===== src/rtl/core/pva_pkg.sv =====
`timescale 1ns / 1ps
package pva_pkg;

  // Fixed field widths of the keyboard and oscillator beats
  localparam int KeyW      = 15;
  localparam int NoteW     = 7;
  localparam int VpnW      = 5;
  localparam int OscOutW   = 4;
  localparam int CountOutW = 5;
  localparam int KeyIdxW   = 4;

  // Note range and window limits
  localparam int NumNotes  = 128;
  localparam int MaxBase   = NumNotes - KeyW;
  localparam int BaseReset = 50;
  localparam int VpnReset  = 1;

  // Oscillator pool
  localparam int NumOscDef = 16;
  localparam int MaxEmit   = 16;

  // APB
  localparam int PaddrW = 3;
  localparam int PdataW = 32;

  typedef enum logic [0:0] {
    REG_VOICES_PER_NOTE = 1'b0
  } pva_reg_e;

  typedef enum logic [2:0] {
    ST_IDLE,
    ST_FREE_RD,
    ST_FREE_CHK,
    ST_SCAN,
    ST_ASSIGN,
    ST_EMIT_RD,
    ST_EMIT_WR
  } pva_state_e;

  typedef struct packed {
    logic [KeyW-1:0] key_mask;
    logic            page_up;
    logic            page_down;
  } pva_in_t;

  typedef struct packed {
    logic [OscOutW-1:0]   osc_index;
    logic [NoteW-1:0]     osc_note;
    logic                 osc_active;
    logic [CountOutW-1:0] active_count;
    logic [NoteW-1:0]     window_base;
    logic                 last;
  } pva_out_t;

  // Window status seen by the allocator
  typedef struct packed {
    logic [NoteW-1:0] base;
    logic [KeyW-1:0]  new_mask;
  } pva_win_t;

endpackage


===== src/rtl/core/pva_note_mem.sv =====
`timescale 1ns / 1ps
module pva_note_mem #(
  parameter int Depth = 16,
  parameter int Width = 7
) (
  input  logic                     clk_i,
  input  logic                     we_i,
  input  logic [$clog2(Depth)-1:0] waddr_i,
  input  logic [Width-1:0]         wdata_i,
  input  logic [$clog2(Depth)-1:0] raddr_i,
  output logic [Width-1:0]         rdata_o
);

  logic [Width-1:0] mem [Depth];
  logic [Width-1:0] rdata_q;

  // Single write port
  always_ff @(posedge clk_i) begin
    if (we_i) begin
      mem[waddr_i] <= wdata_i;
    end
  end

  // Registered read
  always_ff @(posedge clk_i) begin
    rdata_q <= mem[raddr_i];
  end

  assign rdata_o = rdata_q;

endmodule


===== src/rtl/core/pva_window.sv =====
`timescale 1ns / 1ps
module pva_window (
  input  logic                           clk_i,
  input  logic                           rst_ni,
  input  logic                           frame_i,
  input  pva_pkg::pva_in_t               in_data_i,
  input  logic [pva_pkg::NoteW-1:0]      note_i,
  output pva_pkg::pva_win_t              win_o,
  output logic                           release_o
);
  import pva_pkg::*;

  logic [NoteW-1:0] base_q, base_d, prev_base_q;
  logic [KeyW-1:0]  keys_q, prev_keys_q;
  logic [7:0]       b_up, b_mv;
  logic [7:0]       dn_now, dn_prev;
  logic             now_hit, prev_hit;
  logic [KeyW-1:0]  new_mask;

  // Page moves, then clamp to the legal window range
  always_comb begin
    b_up = 8'(base_q) + 8'(in_data_i.page_up);
    if (in_data_i.page_down && (b_up == 8'd0)) begin
      b_mv = 8'd0;
    end else begin
      b_mv = b_up - 8'(in_data_i.page_down);
    end
    if (b_mv > 8'(MaxBase)) begin
      base_d = NoteW'(MaxBase);
    end else begin
      base_d = b_mv[NoteW-1:0];
    end
  end

  // Current and previous frame; previous frame stands in for the held map
  always_ff @(posedge clk_i or negedge rst_ni) begin
    if (!rst_ni) begin
      base_q      <= NoteW'(BaseReset);
      keys_q      <= '0;
      prev_base_q <= '0;
      prev_keys_q <= '0;
    end else if (frame_i) begin
      base_q      <= base_d;
      keys_q      <= in_data_i.key_mask;
      prev_base_q <= base_q;
      prev_keys_q <= keys_q;
    end
  end

  // Newly pressed window keys: pressed now, not held last frame
  always_comb begin
    logic [7:0] off;
    for (int k = 0; k < KeyW; k++) begin
      off = 8'(base_q) + 8'(k) - 8'(prev_base_q);
      new_mask[k] = keys_q[k] &&
                    !((off < 8'(KeyW)) && prev_keys_q[off[KeyIdxW-1:0]]);
    end
  end

  // Release test for the note read from an oscillator
  always_comb begin
    dn_now   = 8'(note_i) - 8'(base_q);
    dn_prev  = 8'(note_i) - 8'(prev_base_q);
    now_hit  = (dn_now < 8'(KeyW)) && keys_q[dn_now[KeyIdxW-1:0]];
    prev_hit = (dn_prev < 8'(KeyW)) && prev_keys_q[dn_prev[KeyIdxW-1:0]];
  end

  assign release_o      = prev_hit && !now_hit;
  assign win_o.base     = base_q;
  assign win_o.new_mask = new_mask;

endmodule


===== src/rtl/core/pva_alloc.sv =====
`timescale 1ns / 1ps
module pva_alloc #(
  parameter int NumOsc = pva_pkg::NumOscDef
) (
  input  logic                          clk_i,
  input  logic                          rst_ni,
  input  logic                          in_valid_i,
  output logic                          in_ready_o,
  output logic                          out_valid_o,
  input  logic                          out_ready_i,
  output pva_pkg::pva_out_t             out_data_o,
  input  logic [pva_pkg::VpnW-1:0]      vpn_i,
  input  pva_pkg::pva_win_t             win_i,
  input  logic                          release_i,
  output logic                          mem_we_o,
  output logic [$clog2(NumOsc)-1:0]     mem_waddr_o,
  output logic [pva_pkg::NoteW-1:0]     mem_wdata_o,
  output logic [$clog2(NumOsc)-1:0]     mem_raddr_o,
  input  logic [pva_pkg::NoteW-1:0]     mem_rdata_i
);
  import pva_pkg::*;

  localparam int IdxW = $clog2(NumOsc);
  localparam int CntW = $clog2(NumOsc + 1);
  localparam int Emit = (NumOsc < MaxEmit) ? NumOsc : MaxEmit;

  pva_state_e          state_q, state_d;
  logic [IdxW-1:0]     idx_q, idx_d;
  logic [IdxW-1:0]     ptr_q, ptr_d, ptr_inc;
  logic [KeyIdxW-1:0]  key_q, key_d;
  logic [VpnW-1:0]     voice_q, voice_d;
  logic [CntW-1:0]     tries_q, tries_d;
  logic [CntW-1:0]     count_q, count_d;
  logic [NumOsc-1:0]   valid_q, valid_d;
  pva_out_t            out_q, out_d;
  logic                out_valid_q, out_valid_d;
  logic                load;
  logic [7:0]          cnt8;
  logic [NoteW-1:0]    new_note;

  assign ptr_inc  = (ptr_q == IdxW'(NumOsc - 1)) ? '0 : ptr_q + 1'b1;
  assign new_note = win_i.base + NoteW'(key_q);
  assign cnt8     = 8'(count_q);

  // Sequencer: free pass, key scan with round robin search, table readout
  always_comb begin
    state_d     = state_q;
    idx_d       = idx_q;
    ptr_d       = ptr_q;
    key_d       = key_q;
    voice_d     = voice_q;
    tries_d     = tries_q;
    count_d     = count_q;
    valid_d     = valid_q;
    out_d       = out_q;
    out_valid_d = out_valid_q && !out_ready_i;
    load        = 1'b0;
    mem_we_o    = 1'b0;
    in_ready_o  = 1'b0;

    unique case (state_q)
      ST_IDLE: begin
        in_ready_o = 1'b1;
        if (in_valid_i) begin
          idx_d   = '0;
          state_d = ST_FREE_RD;
        end
      end
      ST_FREE_RD: begin
        state_d = ST_FREE_CHK;
      end
      ST_FREE_CHK: begin
        if (valid_q[idx_q] && release_i) begin
          valid_d[idx_q] = 1'b0;
          count_d        = count_q - 1'b1;
        end
        if (idx_q == IdxW'(NumOsc - 1)) begin
          key_d   = '0;
          state_d = ST_SCAN;
        end else begin
          idx_d   = idx_q + 1'b1;
          state_d = ST_FREE_RD;
        end
      end
      ST_SCAN: begin
        if (win_i.new_mask[key_q] && (vpn_i != '0)) begin
          voice_d = '0;
          tries_d = '0;
          state_d = ST_ASSIGN;
        end else if (key_q == KeyIdxW'(KeyW - 1)) begin
          idx_d   = '0;
          state_d = ST_EMIT_RD;
        end else begin
          key_d = key_q + 1'b1;
        end
      end
      ST_ASSIGN: begin
        if (valid_q[ptr_q] && (tries_q != CntW'(NumOsc))) begin
          // slot busy: step the pointer
          ptr_d   = ptr_inc;
          tries_d = tries_q + 1'b1;
        end else begin
          // take a free slot, or steal the one at the pointer
          mem_we_o = 1'b1;
          if (!valid_q[ptr_q]) begin
            count_d = count_q + 1'b1;
          end
          valid_d[ptr_q] = 1'b1;
          ptr_d          = ptr_inc;
          tries_d        = '0;
          if ((6'(voice_q) + 6'd1) == 6'(vpn_i)) begin
            if (key_q == KeyIdxW'(KeyW - 1)) begin
              idx_d   = '0;
              state_d = ST_EMIT_RD;
            end else begin
              key_d   = key_q + 1'b1;
              state_d = ST_SCAN;
            end
          end else begin
            voice_d = voice_q + 1'b1;
          end
        end
      end
      ST_EMIT_RD: begin
        state_d = ST_EMIT_WR;
      end
      ST_EMIT_WR: begin
        if (!out_valid_q || out_ready_i) begin
          load                  = 1'b1;
          out_valid_d           = 1'b1;
          out_d.osc_index       = OscOutW'(idx_q);
          out_d.osc_active      = valid_q[idx_q];
          out_d.osc_note        = valid_q[idx_q] ? mem_rdata_i : '0;
          out_d.active_count    = (cnt8 > 8'd31) ? 5'd31 : cnt8[CountOutW-1:0];
          out_d.window_base     = win_i.base;
          out_d.last            = (idx_q == IdxW'(Emit - 1));
          if (idx_q == IdxW'(Emit - 1)) begin
            state_d = ST_IDLE;
          end else begin
            idx_d   = idx_q + 1'b1;
            state_d = ST_EMIT_RD;
          end
        end
      end
      default: begin
        state_d = ST_IDLE;
      end
    endcase
  end

  // State register
  always_ff @(posedge clk_i or negedge rst_ni) begin
    if (!rst_ni) begin
      state_q <= ST_IDLE;
    end else begin
      state_q <= state_d;
    end
  end

  // Control and bookkeeping registers
  always_ff @(posedge clk_i or negedge rst_ni) begin
    if (!rst_ni) begin
      idx_q       <= '0;
      ptr_q       <= '0;
      key_q       <= '0;
      voice_q     <= '0;
      tries_q     <= '0;
      count_q     <= '0;
      valid_q     <= '0;
      out_valid_q <= 1'b0;
    end else begin
      idx_q       <= idx_d;
      ptr_q       <= ptr_d;
      key_q       <= key_d;
      voice_q     <= voice_d;
      tries_q     <= tries_d;
      count_q     <= count_d;
      valid_q     <= valid_d;
      out_valid_q <= out_valid_d;
    end
  end

  // Output beat register
  always_ff @(posedge clk_i) begin
    out_q <= out_d;
  end

  assign out_valid_o = out_valid_q;
  assign out_data_o  = out_q;
  assign mem_waddr_o = ptr_q;
  assign mem_wdata_o = new_note;
  assign mem_raddr_o = idx_q;

`ifndef SYNTH
  // Active counter tracks the valid bits
  a_count_match: assert property (@(posedge clk_i) disable iff (!rst_ni)
    32'(count_q) == $countones(valid_q))
    else $error("active count out of step with valid bits");

  // A written slot is marked valid
  a_write_valid: assert property (@(posedge clk_i) disable iff (!rst_ni)
    mem_we_o |=> valid_q[$past(ptr_q)])
    else $error("note written to slot left invalid");

  // Search never runs past one full lap
  a_tries_bound: assert property (@(posedge clk_i) disable iff (!rst_ni)
    tries_q <= CntW'(NumOsc))
    else $error("search ran past the pool");

  // Last beat of a frame returns to idle
  a_last_idle: assert property (@(posedge clk_i) disable iff (!rst_ni)
    (load && out_d.last) |=> (state_q == ST_IDLE))
    else $error("no return to idle after last beat");

  // New frames only enter when no beat is being built
  a_accept_idle: assert property (@(posedge clk_i) disable iff (!rst_ni)
    (in_valid_i && in_ready_o) |-> !load && !mem_we_o)
    else $error("frame accepted during a frame");
`endif

endmodule


===== src/rtl/core/polyphonic_voice_allocator.sv =====
`timescale 1ns / 1ps
// Polyphonic voice allocator.
// Input channel (in_valid_i/in_ready_o/in_data_i): one beat per keyboard scan
// frame, 15 window keys plus page up and page down.
// Output channel (out_valid_o/out_ready_i/out_data_o): per frame, one beat per
// oscillator slot 0 .. min(16, NumOsc)-1 in slot order, last set on the final.
// APB port: register 0 at byte 0 is voices_per_note (5 bits, reset 1).
// A frame runs a release pass over the note memory, a key scan, an assign
// step per voice with busy slots skipped, and a read and a write state per
// emitted beat. The sequencer returns to idle before the next frame is taken.
// The registered note memory read sets the release and readout pace: each
// slot passes through a read state before its check or emit state.
// A frame is taken only when the previous one is fully built; the last beat
// may still sit in the output register while the next frame is taken.
// Receiver stalls hold the output register and pause the readout.
// Reset: window base 50, no keys held, all oscillators free, pointer at 0,
// voices_per_note 1; the note memory is not cleared.
module polyphonic_voice_allocator #(
  parameter int NumOsc = pva_pkg::NumOscDef
) (
  input  logic                         clk_i,
  input  logic                         rst_ni,
  input  logic                         in_valid_i,
  output logic                         in_ready_o,
  input  pva_pkg::pva_in_t             in_data_i,
  output logic                         out_valid_o,
  input  logic                         out_ready_i,
  output pva_pkg::pva_out_t            out_data_o,
  input  logic                         psel,
  input  logic                         penable,
  input  logic                         pwrite,
  input  logic [pva_pkg::PaddrW-1:0]   paddr,
  input  logic [pva_pkg::PdataW-1:0]   pwdata,
  output logic [pva_pkg::PdataW-1:0]   prdata,
  output logic                         pready
);
  import pva_pkg::*;

  localparam int IdxW = $clog2(NumOsc);

  logic [VpnW-1:0]  vpn_q;
  logic             frame;
  pva_win_t         win;
  logic             rel;
  logic             mem_we;
  logic [IdxW-1:0]  mem_waddr, mem_raddr;
  logic [NoteW-1:0] mem_wdata, mem_rdata;

  // Configuration register
  assign pready = 1'b1;

  always_ff @(posedge clk_i or negedge rst_ni) begin
    if (!rst_ni) begin
      vpn_q <= VpnW'(VpnReset);
    end else if (psel && penable && pwrite && pready &&
                 (paddr[2] == REG_VOICES_PER_NOTE)) begin
      vpn_q <= pwdata[VpnW-1:0];
    end
  end

  always_comb begin
    prdata = '0;
    if (paddr[2] == REG_VOICES_PER_NOTE) begin
      prdata = PdataW'(vpn_q);
    end
  end

  assign frame = in_valid_i && in_ready_o;

  pva_window u_window (
    .clk_i     (clk_i),
    .rst_ni    (rst_ni),
    .frame_i   (frame),
    .in_data_i (in_data_i),
    .note_i    (mem_rdata),
    .win_o     (win),
    .release_o (rel)
  );

  pva_note_mem #(
    .Depth (NumOsc),
    .Width (NoteW)
  ) u_note_mem (
    .clk_i   (clk_i),
    .we_i    (mem_we),
    .waddr_i (mem_waddr),
    .wdata_i (mem_wdata),
    .raddr_i (mem_raddr),
    .rdata_o (mem_rdata)
  );

  pva_alloc #(
    .NumOsc (NumOsc)
  ) u_alloc (
    .clk_i       (clk_i),
    .rst_ni      (rst_ni),
    .in_valid_i  (in_valid_i),
    .in_ready_o  (in_ready_o),
    .out_valid_o (out_valid_o),
    .out_ready_i (out_ready_i),
    .out_data_o  (out_data_o),
    .vpn_i       (vpn_q),
    .win_i       (win),
    .release_i   (rel),
    .mem_we_o    (mem_we),
    .mem_waddr_o (mem_waddr),
    .mem_wdata_o (mem_wdata),
    .mem_raddr_o (mem_raddr),
    .mem_rdata_i (mem_rdata)
  );

endmodule

===== config.mk =====
export PLATFORM = sky130hd
export DESIGN_NAME = polyphonic_voice_allocator
export DESIGN_NICKNAME = d
export VERILOG_FILES = /design/src/rtl/core/pva_pkg.sv /design/src/rtl/core/pva_note_mem.sv /design/src/rtl/core/pva_window.sv /design/src/rtl/core/pva_alloc.sv /design/src/rtl/core/polyphonic_voice_allocator.sv
export SDC_FILE = /design/constraint.sdc
export NUM_CORES = 1
export LEC_CHECK = 0
export BUFFER_PORTS_ARGS = -buffer_cell sky130_fd_sc_hd__buf_2
export CELL_PAD_IN_SITES_DETAIL_PLACEMENT = 1
export CELL_PAD_IN_SITES_GLOBAL_PLACEMENT = 1
export CORE_ASPECT_RATIO = 0.6
export CORE_MARGIN = 8
export CORE_UTILIZATION = 40
export CTS_BUF_LIST = sky130_fd_sc_hd__clkbuf_16
export DETAILED_ROUTE_END_ITERATION = 8
export HOLD_SLACK_MARGIN = 0.15
export PLACE_DENSITY_LB_ADDON = 0.1
export SYNTH_ARGS = -nofsm -noshare
export SYNTH_HDL_FRONTEND = slang
export SYNTH_SLANG_ARGS = --single-unit

===== constraint.sdc =====
create_clock -name clk_i -period 6.1 [get_ports clk_i]
set_clock_uncertainty 0.1 [all_clocks]
set_input_delay 0.305 -clock clk_i [delete_from_list [all_inputs] [get_ports clk_i]]
set_output_delay 0.305 -clock clk_i [all_outputs]
set_load 0.1 [all_outputs]

==> flow_results.xml, run 1 <==
<?xml version="1.0" encoding="UTF-8"?>
<metrics>
  <group name="run_status">
    <metric name="run_status" unit="">completed</metric>
  </group>
  <group name="clock_network">
    <metric name="cts-htree-levels" unit="">1</metric>
    <metric name="cts_root_buf" unit="">sky130_fd_sc_hd__clkbuf_16</metric>
    <metric name="clock_tree_from_tritoncts" unit="">yes</metric>
    <metric name="numCtsBuffers" unit="">23</metric>
    <metric name="worst_skew_pair.late_latency" unit="ns">0.53</metric>
    <metric name="cts.sink_count" unit="">240</metric>
    <metric name="clockBufferDepth" unit="">3</metric>
    <metric name="clk_pin_slew" unit="ns">0.07</metric>
  </group>
  <group name="drt">
    <metric name="drt-wirelength-per-cell" unit="um">24.9</metric>
    <metric name="num_vias" unit="">11400</metric>
    <metric name="drt_pre_antenna_iters" unit="">5</metric>
    <metric name="routed_wl" unit="um">48600</metric>
    <metric name="drt-initial-drc-count" unit="">966</metric>
    <metric name="antenna_left" unit="">0</metric>
    <metric name="post-route-drc-count" unit="">0</metric>
    <metric name="vias_per_cell" unit="">5.82</metric>
  </group>
  <group name="global_routing">
    <metric name="grtUsageTotal" unit="%">21.4</metric>
    <metric name="grt_first_pass_wirelength" unit="um">73800</metric>
    <metric name="first_global_vias" unit="">11400</metric>
    <metric name="gr-total-overflow" unit="">0</metric>
    <metric name="largest_net_degree_at_the_start_of_global_routing" unit="">62</metric>
    <metric name="antenna_found_initial" unit="">1</metric>
  </group>
  <group name="timing">
    <metric name="final_max_slew_viol_count" unit="">0</metric>
    <metric name="setup_total_negative_slack" unit="ns">0</metric>
    <metric name="timing.slew.headroom" unit="%">16.0</metric>
    <metric name="report.final.setup_viol" unit="">0</metric>
    <metric name="unrepaired_setup_endpoints_after_global_routing" unit="">false</metric>
    <metric name="layout_worst_path_cycle_share" unit="%">86.2</metric>
    <metric name="worstMarginPinSlew" unit="ns">1.25</metric>
    <metric name="fmax" unit="MHz">190</metric>
    <metric name="finalWorstPathRequiredPeriod" unit="ns">5.26</metric>
    <metric name="timing_hold_violations_final" unit="">0</metric>
  </group>
  <group name="synthesis">
    <metric name="synthCells" unit="">1366</metric>
    <metric name="async_reset_ff_share" unit="%">40.0</metric>
    <metric name="yosys_warnings" unit="">0</metric>
    <metric name="synth_flop_cell" unit="">sky130_fd_sc_hd__edfxtp_1</metric>
    <metric name="yosys.cell_types.count" unit="">92</metric>
    <metric name="yosysSeqAreaShare" unit="%">43.6</metric>
    <metric name="synth.cell_area" unit="mm^2">0.0153</metric>
    <metric name="number_of_synthesized_flops_with_an_enable_pin" unit="">137</metric>
    <metric name="ys_ff_latch" unit="">240</metric>
    <metric name="syn_area_per_cell" unit="um^2">11.2</metric>
  </group>
  <group name="worst_setup_path">
    <metric name="critical_path_class" unit="">reg -&gt; reg</metric>
    <metric name="r2r_slack" unit="ns">0.84</metric>
    <metric name="critical_path_arrival" unit="ns">5.57</metric>
    <metric name="critPathMaxStageDelay" unit="ns">0.73</metric>
    <metric name="worstRegToRegCells" unit="">16</metric>
    <metric name="worst_setup_path_start_kind" unit="">flip-flop</metric>
    <metric name="crit_path_end_kind" unit="">flip-flop</metric>
    <metric name="critical_r2r_launch" unit="">u_window.base_q[1]$_DFFE_PN1P_</metric>
    <metric name="path_buf_inv" unit="">3</metric>
    <metric name="critical_path_required" unit="ns">6.41</metric>
    <metric name="rr_endpoint" unit="">u_alloc.mem_raddr_o[0]$_DFFE_PN0P_</metric>
    <metric name="slowest_stage" unit="">sky130_fd_sc_hd__fa_1</metric>
    <metric name="worstPathMaxFanout" unit="">15</metric>
    <metric name="critPathTopFamily" unit="">adder cells</metric>
    <metric name="cp_cell_sequence" unit="">inv_1 -&gt; ha_1 -&gt; inv_1 -&gt; ha_1 -&gt; fa_1 -&gt; mux2_2 -&gt; nand2_1 -&gt; o21ai_0 -&gt; mux4_2 -&gt; nand4_1 -&gt; a311oi_1 -&gt; nor4_4 -&gt; o31ai_4 -&gt; buf_4 -&gt; nand2_2 -&gt; mux2_4</metric>
  </group>
  <group name="finish">
    <metric name="layout_common_cells" unit="">169 x sky130_fd_sc_hd__nand2_1, 137 x sky130_fd_sc_hd__edfxtp_1, 91 x sky130_fd_sc_hd__dfrtp_1, 71 x sky130_fd_sc_hd__mux4_2, 71 x sky130_fd_sc_hd__ha_1</metric>
    <metric name="layout.nets" unit="">1565</metric>
    <metric name="drive_above_1_share" unit="%">16.5</metric>
    <metric name="fillerInstances" unit="">4064</metric>
    <metric name="insertedDiodeCount" unit="">0</metric>
    <metric name="final_common_cell" unit="">sky130_fd_sc_hd__nand2_1</metric>
    <metric name="area_delta_synth_final" unit="%">11.4</metric>
  </group>
  <group name="place">
    <metric name="port_buffers" unit="">61</metric>
    <metric name="place_congestion" unit="">0.941</metric>
    <metric name="place_hpwl" unit="um">37000</metric>
  </group>
  <group name="floorplanning">
    <metric name="die_h" unit="um">167</metric>
    <metric name="die-width" unit="um">268</metric>
    <metric name="start_util" unit="%">40.6</metric>
    <metric name="fp-row-count" unit="">55</metric>
    <metric name="core_area" unit="mm^2">0.0376</metric>
    <metric name="dieArea" unit="mm^2">0.0449</metric>
    <metric name="ios" unit="">119</metric>
  </group>
  <group name="min_path">
    <metric name="timing.hold.worst.class" unit="">in -&gt; async</metric>
  </group>
  <group name="run">
    <metric name="max_cap_viols" unit="">0</metric>
  </group>
</metrics>
[sequential cells by signal, indices dropped and copies added, names as in the netlist]
signal                cells
u_alloc.count_q           5
u_alloc.key_q             4
u_alloc.mem_raddr_o       4
u_alloc.mem_waddr_o       4
u_alloc.out_data_o       25
u_alloc.out_valid_o       1
u_alloc.state_q           3
u_alloc.tries_q           5
u_alloc.valid_q          16
u_alloc.voice_q           5
u_note_mem.mem          112
u_note_mem.rdata_o        7
u_window.base_q           7
u_window.keys_q          15
u_window.prev_base_q      7
u_window.prev_keys_q     15
vpn_q                     5
[worst max-delay path by stage]
stage	depth (start not counted)	startpoint	slack (ns)	to
final	16	u_window.base_q[1]$_DFFE_PN1P_	0.84	u_alloc.mem_raddr_o[0]$_DFFE_PN0P_
after global routing	16	u_window.base_q[1]$_DFFE_PN1P_	0.65	u_alloc.mem_raddr_o[0]$_DFFE_PN0P_
after CTS	16	u_window.base_q[1]$_DFFE_PN1P_	0.94	u_alloc.mem_raddr_o[0]$_DFFE_PN0P_
after detailed placement	16	u_window.base_q[1]$_DFFE_PN1P_	0.94	u_alloc.mem_raddr_o[0]$_DFFE_PN0P_
after global placement	16	u_window.base_q[1]$_DFFE_PN1P_	1.01	u_alloc.mem_raddr_o[0]$_DFFE_PN0P_
after floorplan	17	u_window.base_q[2]$_DFFE_PN0P_	1.45	u_alloc.state_q[1]$_DFFE_PN0P_
[through the flow]
stage | hold WS [ns] | area, um^2 | setup WS, ns | utilization (%) | cells
floorplan | -0.0906 | 15400 | 1.45 | - | 1392
global placement | 0.197 | 16000 | 1.01 | 42.5 | 1888
detailed placement | 0.201 | 16000 | 0.940 | 42.5 | 1888
CTS | 0.175 | 17000 | 0.938 | 45.2 | 1952
global route | 0.211 | 17000 | 0.649 | 45.2 | 1952
finish | 0.174 | 17000 | 0.842 | 45.2 | 1952
[cell type report]
| type | instances | area [um^2] | share of cell area (%) |
|---|---|---|---|
| sequential | 240 | 6660 | 39.2 |
| tap | 513 | 642 | 3.77 |
| inverter | 56 | 210 | 1.24 |
| timing repair buffer | 114 | 763 | 4.49 |
| clock buffer | 23 | 576 | 3.38 |
| multi-input combinational | 988 | 7950 | 46.7 |
| clock inverter | 18 | 208 | 1.22 |
[cells by family after synthesis]
logic type                 synth area share [%]
adders and majority gates                  7.39
muxes                                      13.9
and+or+nand+nor                            13.3
other                                    0.0492
xor gates and xnor gates                   4.57
DFF                                        43.6
AOI/OAI and AO/OA                          12.0
buffers and inverters                      5.15
[what timing repair did]
item / CTS / global route
hold buffers: 23 / 0
resized for setup: 0 / 0
setup buffers: 0 / 0
hold endpoints to repair: 58 / 0
[routing by layer]
metal | routed length [um] | GRT usage (%)
met5 | 0 | 0
met4 | 480 | 2.42
met3 | 4480 | 7.07
met2 | 18100 | 27.1
met1 | 25500 | 35.0
[synth_stat cells (all sizes together) (5+ instances only)]
library cell | n | share of area [%]
a31oi | 15 | 0.61
ha | 71 | 5.8
a21oi | 54 | 1.8
xnor2 | 51 | 3.0
nand2b | 19 | 0.78
a211oi | 7 | 0.44
nor4 | 7 | 0.38
a311oi | 6 | 0.38
o22a | 16 | 0.92
and3 | 14 | 0.57
xor2 | 27 | 1.5
and2 | 18 | 0.74
o21a | 10 | 0.49
nor2b | 22 | 0.90
edfxtp | 137 | 27
o211ai | 13 | 0.64
o21ai | 65 | 2.2
nand2 | 171 | 4.2
dfxtp | 7 | 0.92
mux2i | 26 | 1.7
dfrtp | 92 | 15
nor3 | 29 | 0.95
buf | 61 | 2.6
o311ai | 6 | 0.34
nand4 | 10 | 0.41
mux4 | 76 | 11
mux2 | 11 | 0.84
a21o | 21 | 1.0
inv | 56 | 1.4
nor2 | 54 | 1.3
nand3 | 45 | 1.5
clkbuf | 47 | 1.2
fa | 12 | 1.6
o31ai | 5 | 0.37
o21bai | 7 | 0.34
Power of run 1 is left out: the tool's default activity adds up to more than one toggle a clock period on the data nets, which glitch-free logic cannot reach.
==> run 2: changes to the inputs <==
--- a/config.mk
+++ b/config.mk
@@ -17,4 +17,5 @@
 export PLACE_DENSITY_LB_ADDON = 0.1
 export SYNTH_ARGS = -nofsm -noshare
 export SYNTH_HDL_FRONTEND = slang
+export SYNTH_HIERARCHICAL = 1
 export SYNTH_SLANG_ARGS = --single-unit
==> run 2 against run 1 <==
First-iteration DRC count fell by 12%. Wire length is 6.1% lower. Maximum frequency is 2.6% lower. Utilization grew 0.051 points. Synthesized cell count is 0.29% lower. Sequential share of layout area fell by 0.19 points. Design area grew 0.48%. Count of clock-buffer cells in the layout rose by 1. Register-to-register slack got worse by 0.14 ns. Critical path type unchanged. Die area grew 0.62%. Non-clock buffer count decreased by 6.
==> flow_results.xml, run 2 <==
<?xml version="1.0" encoding="UTF-8"?>
<metrics>
  <group name="worst_setup_path">
    <metric name="rr_endpoint" unit="">u_alloc/key_q[3]$_DFFE_PN0P_</metric>
    <metric name="critical_r2r_launch" unit="">u_window/base_q[2]$_DFFE_PN0P_</metric>
    <metric name="crit_path_end_kind" unit="">flip-flop</metric>
    <metric name="worst_setup_path_start_kind" unit="">flip-flop</metric>
    <metric name="worstPathMaxFanout" unit="">15</metric>
    <metric name="critical_path_class" unit="">reg -&gt; reg</metric>
    <metric name="r2r_slack" unit="ns">0.70</metric>
    <metric name="critical_path_required" unit="ns">6.46</metric>
    <metric name="worstRegToRegCells" unit="">15</metric>
    <metric name="critical_path_arrival" unit="ns">5.76</metric>
  </group>
  <group name="synthesis">
    <metric name="yosysSeqAreaShare" unit="%">43.3</metric>
    <metric name="synth_common_cells" unit="">137 x sky130_fd_sc_hd__edfxtp_1, 96 x sky130_fd_sc_hd__nand2_1, 92 x sky130_fd_sc_hd__dfrtp_1, 87 x sky130_fd_sc_hd__inv_1, 76 x sky130_fd_sc_hd__o21ai_0</metric>
    <metric name="synth_top_area_cell" unit="">sky130_fd_sc_hd__edfxtp_1</metric>
    <metric name="synth_flop_cell" unit="">sky130_fd_sc_hd__edfxtp_1</metric>
    <metric name="synth.cell_area" unit="mm^2">0.0154</metric>
    <metric name="synthCells" unit="">1362</metric>
    <metric name="yosys.cell_types.count" unit="">96</metric>
    <metric name="number_of_synthesized_flops_with_an_enable_pin" unit="">137</metric>
    <metric name="syn_area_per_cell" unit="um^2">11.3</metric>
    <metric name="ys_ff_latch" unit="">240</metric>
    <metric name="post-synth-top-area-fraction" unit="%">26.7</metric>
    <metric name="async_reset_ff_share" unit="%">40.0</metric>
    <metric name="ys_top_cells_by_area" unit="">sky130_fd_sc_hd__edfxtp_1 27%, sky130_fd_sc_hd__dfrtp_1 15%, sky130_fd_sc_hd__mux4_2 5.9%</metric>
    <metric name="yosys_warnings" unit="">6</metric>
    <metric name="synth.most_common_cell" unit="">sky130_fd_sc_hd__edfxtp_1</metric>
  </group>
  <group name="timing">
    <metric name="setup_total_negative_slack" unit="ns">0</metric>
    <metric name="layout_worst_path_cycle_share" unit="%">88.5</metric>
    <metric name="report.final.setup_viol" unit="">0</metric>
    <metric name="final_max_slew_viol_count" unit="">0</metric>
    <metric name="timing_hold_violations_final" unit="">0</metric>
    <metric name="unrepaired_setup_endpoints_after_global_routing" unit="">false</metric>
    <metric name="timing.hold.ws" unit="ns">0.220</metric>
    <metric name="finalWorstPathRequiredPeriod" unit="ns">5.40</metric>
    <metric name="fmax" unit="MHz">185</metric>
    <metric name="timing.slew.headroom" unit="%">18.4</metric>
    <metric name="worstMarginPinSlew" unit="ns">1.21</metric>
  </group>
  <group name="drt">
    <metric name="antenna_left" unit="">0</metric>
    <metric name="drt-initial-drc-count" unit="">849</metric>
    <metric name="vias_per_cell" unit="">5.72</metric>
    <metric name="drt-wirelength-per-cell" unit="um">23.3</metric>
    <metric name="top_layer_used" unit="">met4</metric>
    <metric name="post-route-drc-count" unit="">0</metric>
    <metric name="routed_wl" unit="um">45600</metric>
    <metric name="met3_length" unit="um">2940</metric>
    <metric name="wl_met2" unit="um">18000</metric>
    <metric name="num_vias" unit="">11200</metric>
    <metric name="drt-met1-wl" unit="um">24200</metric>
    <metric name="drt_pre_antenna_iters" unit="">5</metric>
  </group>
  <group name="finish">
    <metric name="drive_above_1_share" unit="%">15.4</metric>
    <metric name="insertedDiodeCount" unit="">0</metric>
    <metric name="post_layout_inst_area" unit="mm^2">0.0171</metric>
    <metric name="layout.nets" unit="">1572</metric>
    <metric name="flip_flop_count_of_the_largest_register_all_copies_and_words_added" unit="">112</metric>
    <metric name="register_with_the_most_flip_flops" unit="">u_note_mem/mem</metric>
    <metric name="area_delta_synth_final" unit="%">11.1</metric>
    <metric name="final_core_utilization" unit="%">45.2</metric>
    <metric name="final_common_cell" unit="">sky130_fd_sc_hd__edfxtp_1</metric>
    <metric name="layout_common_cells" unit="">137 x sky130_fd_sc_hd__edfxtp_1, 96 x sky130_fd_sc_hd__nand2_1, 93 x sky130_fd_sc_hd__inv_1, 91 x sky130_fd_sc_hd__dfrtp_1, 76 x sky130_fd_sc_hd__o21ai_0</metric>
  </group>
  <group name="min_path">
    <metric name="timing.hold.worst.class" unit="">in -&gt; reg</metric>
    <metric name="hold_path_startpoint" unit="">in_data_i[0]</metric>
    <metric name="hold_depth" unit="">4</metric>
    <metric name="whs_endpoint" unit="">u_window/base_q[1]$_DFFE_PN1P_</metric>
  </group>
  <group name="clock_network">
    <metric name="numCtsBuffers" unit="">24</metric>
    <metric name="clk_pin_slew" unit="ns">0.07</metric>
    <metric name="postCtsResizedCells" unit="">0</metric>
    <metric name="post_cts_hold_buffer_count" unit="">27</metric>
    <metric name="cts.sink_count" unit="">240</metric>
    <metric name="worst_skew_pair.late_latency" unit="ns">0.54</metric>
    <metric name="cts_root_buf" unit="">sky130_fd_sc_hd__clkbuf_16</metric>
    <metric name="cts-htree-levels" unit="">1</metric>
    <metric name="cts.repair_timing.setup_buffer_count" unit="">0</metric>
    <metric name="clockBufferDepth" unit="">3</metric>
    <metric name="clock_tree_from_tritoncts" unit="">yes</metric>
  </group>
  <group name="global_routing">
    <metric name="first_global_vias" unit="">11500</metric>
    <metric name="largest_net_degree_at_the_start_of_global_routing" unit="">52</metric>
    <metric name="gr-total-overflow" unit="">0</metric>
    <metric name="antenna_found_initial" unit="">0</metric>
    <metric name="grt_first_pass_wirelength" unit="um">70700</metric>
    <metric name="grtUsageTotal" unit="%">19.7</metric>
  </group>
  <group name="place">
    <metric name="postPlaceCellArea" unit="mm^2">0.0160</metric>
    <metric name="place_hpwl" unit="um">34800</metric>
    <metric name="port_buffers" unit="">61</metric>
    <metric name="place_congestion" unit="">0.861</metric>
  </group>
  <group name="floorplanning">
    <metric name="core_area" unit="mm^2">0.0378</metric>
    <metric name="fp-row-count" unit="">55</metric>
    <metric name="start_util" unit="%">40.7</metric>
    <metric name="die_h" unit="um">168</metric>
    <metric name="dieArea" unit="mm^2">0.0452</metric>
    <metric name="ios" unit="">119</metric>
    <metric name="die-width" unit="um">269</metric>
  </group>
  <group name="run_status">
    <metric name="run_status" unit="">completed</metric>
  </group>
  <group name="run">
    <metric name="max_cap_viols" unit="">0</metric>
  </group>
</metrics>
[run 2: layout make-up]
class | count | area [um^2]
sequential | 240 | 6660
inverter | 89 | 334
clock buffer | 24 | 601
tap | 513 | 642
timing repair buffer | 108 | 728
multi-input combinational | 966 | 7950
fill | 4038 | 20700
clock inverter | 19 | 174
[run 2: per-layer routing]
metal	GRT usage (%)	up-vias
li1	-	5143
met1	31.8	5746
met2	27.3	282
met3	3.96	36
met4	2.46	0
met5	0	-
[run 2: kinds of logic (layout without fill, tap and decap cells)]
kind of cell	count (synthesis)	after routing	share of synthesized area (%)
xor gates and xnor gates	67	67	3.95
AOI/OAI and AO/OA	315	315	13.6
and+or+nand+nor	336	336	11.4
other	2	28	0.0488
muxes	136	136	14.3
buffers and inverters	182	240	5.68
DFF	240	240	43.3
adders and majority gates	84	84	7.71
[run 2: worst max-delay path by stage]
stage,to,cells after the start,startpoint,slack (ns)
2_1_floorplan,u_alloc/voice_q[2]$_DFFE_PN0P_,14,u_window/base_q[2]$_DFFE_PN0P_,1.78
3_3_place_gp,u_alloc/voice_q[2]$_DFFE_PN0P_,17,u_window/base_q[1]$_DFFE_PN1P_,0.89
3_5_place_dp,u_alloc/voice_q[2]$_DFFE_PN0P_,17,u_window/base_q[1]$_DFFE_PN1P_,0.83
4_1_cts,u_alloc/key_q[3]$_DFFE_PN0P_,15,u_window/base_q[2]$_DFFE_PN0P_,0.75
5_1_grt,u_alloc/key_q[3]$_DFFE_PN0P_,15,u_window/base_q[2]$_DFFE_PN0P_,0.44
6_report,u_alloc/key_q[3]$_DFFE_PN0P_,15,u_window/base_q[2]$_DFFE_PN0P_,0.70
[run 2: stage by stage]
stage	cells	setup WS (ns)
2_1_floorplan	1388	1.78
3_3_place_gp	1889	0.892
3_5_place_dp	1889	0.833
4_1_cts	1959	0.749
5_1_grt	1959	0.443
6_report	1959	0.700
[run 2: worst max-delay path, cell delays in order, from the launching register on]
cell	delay [ns]
sky130_fd_sc_hd__dfrtp_1	0.75
sky130_fd_sc_hd__ha_1	0.32
sky130_fd_sc_hd__inv_1	0.07
sky130_fd_sc_hd__fa_1	0.96
sky130_fd_sc_hd__inv_1	0.23
sky130_fd_sc_hd__nor2_1	0.24
sky130_fd_sc_hd__o21ai_0	0.12
sky130_fd_sc_hd__a2111oi_0	0.59
sky130_fd_sc_hd__buf_4	0.22
sky130_fd_sc_hd__a31oi_1	0.16
sky130_fd_sc_hd__mux2i_1	0.21
sky130_fd_sc_hd__and3_1	0.21
sky130_fd_sc_hd__nor4_1	0.08
sky130_fd_sc_hd__a21oi_2	0.31
sky130_fd_sc_hd__nor4b_1	0.48
sky130_fd_sc_hd__mux2i_1	0.26
Power of run 2 is left out for the same reason.
==> run 3: changes to the inputs <==
==> constraint.sdc (replaced) <==
create_clock -name clk_i -period 6.1 [get_ports clk_i]
set_clock_uncertainty 0.1 [all_clocks]
set_input_delay 1.22 -clock clk_i [delete_from_list [all_inputs] [get_ports clk_i]]
set_output_delay 1.22 -clock clk_i [all_outputs]
set_load 0.1 [all_outputs]
==> run 3 against run 2 <==
Die area unchanged. Worst hold slack gained 0.17 ns. Worst setup slack better by 0.14 ns. Non-clock buffer count shrank 28. Via count down 0.29%. Final cell count fell by 1.4%. Maximum frequency grew 2.7%. Sequential share of layout area increased by 0.60 points. Sequential cell count did not move.
==> flow_results.xml, run 3 (same netlist as run 2, synthesis figures left out) <==
<?xml version="1.0" encoding="UTF-8"?>
<metrics>
  <group name="floorplanning">
    <metric name="die_h" unit="um">168</metric>
    <metric name="core_area" unit="mm^2">0.0378</metric>
    <metric name="fp-row-count" unit="">55</metric>
    <metric name="dieArea" unit="mm^2">0.0452</metric>
    <metric name="ios" unit="">119</metric>
    <metric name="die-width" unit="um">269</metric>
    <metric name="start_util" unit="%">40.7</metric>
  </group>
  <group name="global_routing">
    <metric name="grt_util_met1" unit="%">31.8</metric>
    <metric name="grt-busiest-layer" unit="">met1</metric>
    <metric name="first_global_vias" unit="">11500</metric>
    <metric name="met3_layer_usage_reported_by_global_route" unit="%">4.05</metric>
    <metric name="gr-total-overflow" unit="">0</metric>
    <metric name="grt_util_met2" unit="%">27.6</metric>
    <metric name="antenna_found_initial" unit="">0</metric>
    <metric name="largest_net_degree_at_the_start_of_global_routing" unit="">64</metric>
    <metric name="grtUsageTotal" unit="%">19.9</metric>
    <metric name="grt_first_pass_wirelength" unit="um">71400</metric>
  </group>
  <group name="timing">
    <metric name="timing.slew.headroom" unit="%">19.6</metric>
    <metric name="layout_worst_path_cycle_share" unit="%">86.2</metric>
    <metric name="report.final.setup_viol" unit="">0</metric>
    <metric name="final_max_slew_viol_count" unit="">0</metric>
    <metric name="fmax" unit="MHz">190</metric>
    <metric name="setup_total_negative_slack" unit="ns">0</metric>
    <metric name="timing_hold_violations_final" unit="">0</metric>
    <metric name="finalWorstPathRequiredPeriod" unit="ns">5.26</metric>
    <metric name="unrepaired_setup_endpoints_after_global_routing" unit="">false</metric>
    <metric name="worstMarginPinSlew" unit="ns">1.20</metric>
  </group>
  <group name="run_status">
    <metric name="run_status" unit="">completed</metric>
  </group>
  <group name="finish">
    <metric name="final_core_utilization" unit="%">44.6</metric>
    <metric name="final_common_cell" unit="">sky130_fd_sc_hd__edfxtp_1</metric>
    <metric name="drive_above_1_share" unit="%">15.9</metric>
    <metric name="area_delta_synth_final" unit="%">9.45</metric>
    <metric name="insertedDiodeCount" unit="">0</metric>
    <metric name="layout.nets" unit="">1545</metric>
    <metric name="layout_common_cells" unit="">137 x sky130_fd_sc_hd__edfxtp_1, 96 x sky130_fd_sc_hd__nand2_1, 91 x sky130_fd_sc_hd__inv_1, 91 x sky130_fd_sc_hd__dfrtp_1, 76 x sky130_fd_sc_hd__o21ai_0</metric>
    <metric name="register_with_the_most_flip_flops" unit="">u_note_mem/mem</metric>
    <metric name="flip_flop_count_of_the_largest_register_all_copies_and_words_added" unit="">112</metric>
  </group>
  <group name="worst_setup_path">
    <metric name="worst_setup_path_start_kind" unit="">flip-flop</metric>
    <metric name="worstPathMaxFanout" unit="">15</metric>
    <metric name="r2r_slack" unit="ns">0.84</metric>
    <metric name="crit_path_end_kind" unit="">flip-flop</metric>
    <metric name="critical_path_class" unit="">reg -&gt; reg</metric>
    <metric name="critical_path_arrival" unit="ns">5.62</metric>
    <metric name="worstRegToRegCells" unit="">17</metric>
    <metric name="critical_path_required" unit="ns">6.46</metric>
  </group>
  <group name="min_path">
    <metric name="hold_depth" unit="">0</metric>
    <metric name="timing.hold.worst.class" unit="">reg -&gt; reg</metric>
  </group>
  <group name="drt">
    <metric name="drt_pre_antenna_iters" unit="">5</metric>
    <metric name="num_vias" unit="">11200</metric>
    <metric name="vias_per_cell" unit="">5.78</metric>
    <metric name="antenna_left" unit="">0</metric>
    <metric name="drt-wirelength-per-cell" unit="um">23.8</metric>
    <metric name="drt-initial-drc-count" unit="">1032</metric>
    <metric name="routed_wl" unit="um">46000</metric>
    <metric name="post-route-drc-count" unit="">0</metric>
  </group>
  <group name="clock_network">
    <metric name="cts-htree-levels" unit="">1</metric>
    <metric name="cts.repair_timing.setup_buffer_count" unit="">0</metric>
    <metric name="cts_root_buf" unit="">sky130_fd_sc_hd__clkbuf_16</metric>
    <metric name="postCtsResizedCells" unit="">0</metric>
    <metric name="cts.sink_count" unit="">240</metric>
    <metric name="worst_skew_pair.late_latency" unit="ns">0.54</metric>
    <metric name="post_cts_hold_buffer_count" unit="">0</metric>
    <metric name="clock_tree_from_tritoncts" unit="">yes</metric>
    <metric name="clockBufferDepth" unit="">3</metric>
    <metric name="clk_pin_slew" unit="ns">0.06</metric>
    <metric name="numCtsBuffers" unit="">25</metric>
  </group>
  <group name="place">
    <metric name="place_hpwl" unit="um">34600</metric>
    <metric name="place_congestion" unit="">0.867</metric>
    <metric name="port_buffers" unit="">61</metric>
  </group>
  <group name="run">
    <metric name="max_cap_viols" unit="">0</metric>
  </group>
</metrics>
run 3: cell types whose count changed in the layout (fill, tap and decap cells not counted), moves of 2 or more:
cell | before | now
sky130_fd_sc_hd__dlygate4sd3_1 | 27 | 0
sky130_fd_sc_hd__clkinv_1 | 5 | 3
sky130_fd_sc_hd__inv_6 | 0 | 2
sky130_fd_sc_hd__clkinvlp_4 | 1 | 3
sky130_fd_sc_hd__clkinv_2 | 1 | 4
sky130_fd_sc_hd__inv_1 | 93 | 91
run 3: routing by layer:
metal  up-vias  wire length, um
li1       5095                -
met1      5716            23700
met2       326            18500
met3        38             3170
met4         0              579
met5         -                0
run 3: cell type report:
class                      instances  area, um^2
timing repair buffer              80         450
clock inverter                    19         166
multi-input combinational        966        7950
clock buffer                      25         626
fill                            4091       20900
tap                              513         642
sequential                       240        6660
inverter                          89         334
run 3: worst max-delay path, cell delays in order (launching register included):
cell and delay, ns:
sky130_fd_sc_hd__dfrtp_1 0.76, sky130_fd_sc_hd__inv_1 0.31, sky130_fd_sc_hd__ha_1 0.39, sky130_fd_sc_hd__buf_4 0.20, sky130_fd_sc_hd__fa_1 0.60, sky130_fd_sc_hd__nor2b_1 0.24
sky130_fd_sc_hd__o21bai_1 0.13, sky130_fd_sc_hd__a21oi_1 0.09, sky130_fd_sc_hd__o21a_1 0.18, sky130_fd_sc_hd__o21ai_0 0.18, sky130_fd_sc_hd__a41oi_1 0.18, sky130_fd_sc_hd__nor2b_1 0.17
sky130_fd_sc_hd__a2111oi_0 0.41, sky130_fd_sc_hd__a311oi_1 0.13, sky130_fd_sc_hd__buf_4 0.20, sky130_fd_sc_hd__a21oi_2 0.29, sky130_fd_sc_hd__nor4b_1 0.37, sky130_fd_sc_hd__mux2i_1 0.23
run 3: path summary, 6_finish.rpt:
kind | startpoint | endpoint
min in group asynchronous | rst_ni | u_alloc/count_q[0]$_DFFE_PN0P_
worst max register to register | u_window/base_q[2]$_DFFE_PN0P_ | u_alloc/key_q[3]$_DFFE_PN0P_
worst min register to register | u_alloc/count_q[4]$_DFFE_PN0P_ | u_alloc/out_data_o[12]$_SDFFCE_PN1P_
max in group asynchronous | rst_ni | u_window/prev_keys_q[7]$_DFFE_PN0P_
worst min-delay path | u_alloc/count_q[4]$_DFFE_PN0P_ | u_alloc/out_data_o[12]$_SDFFCE_PN1P_
worst max-delay path | u_window/base_q[2]$_DFFE_PN0P_ | u_alloc/key_q[3]$_DFFE_PN0P_
run 3: metrics by stage:
| step | std cells | instance area (um^2) | hold WS [ns] | setup slack, ns |
|---|---|---|---|---|
| floorplan | 1388 | 15500 | 0.340 | 1.78 |
| global placement | 1888 | 16000 | 0.368 | 0.980 |
| detailed placement | 1888 | 16000 | 0.377 | 0.979 |
| CTS | 1932 | 16800 | 0.403 | 0.899 |
| global route | 1932 | 16800 | 0.411 | 0.360 |
| finish | 1932 | 16800 | 0.395 | 0.840 |
Power of run 3 is left out for the same reason.
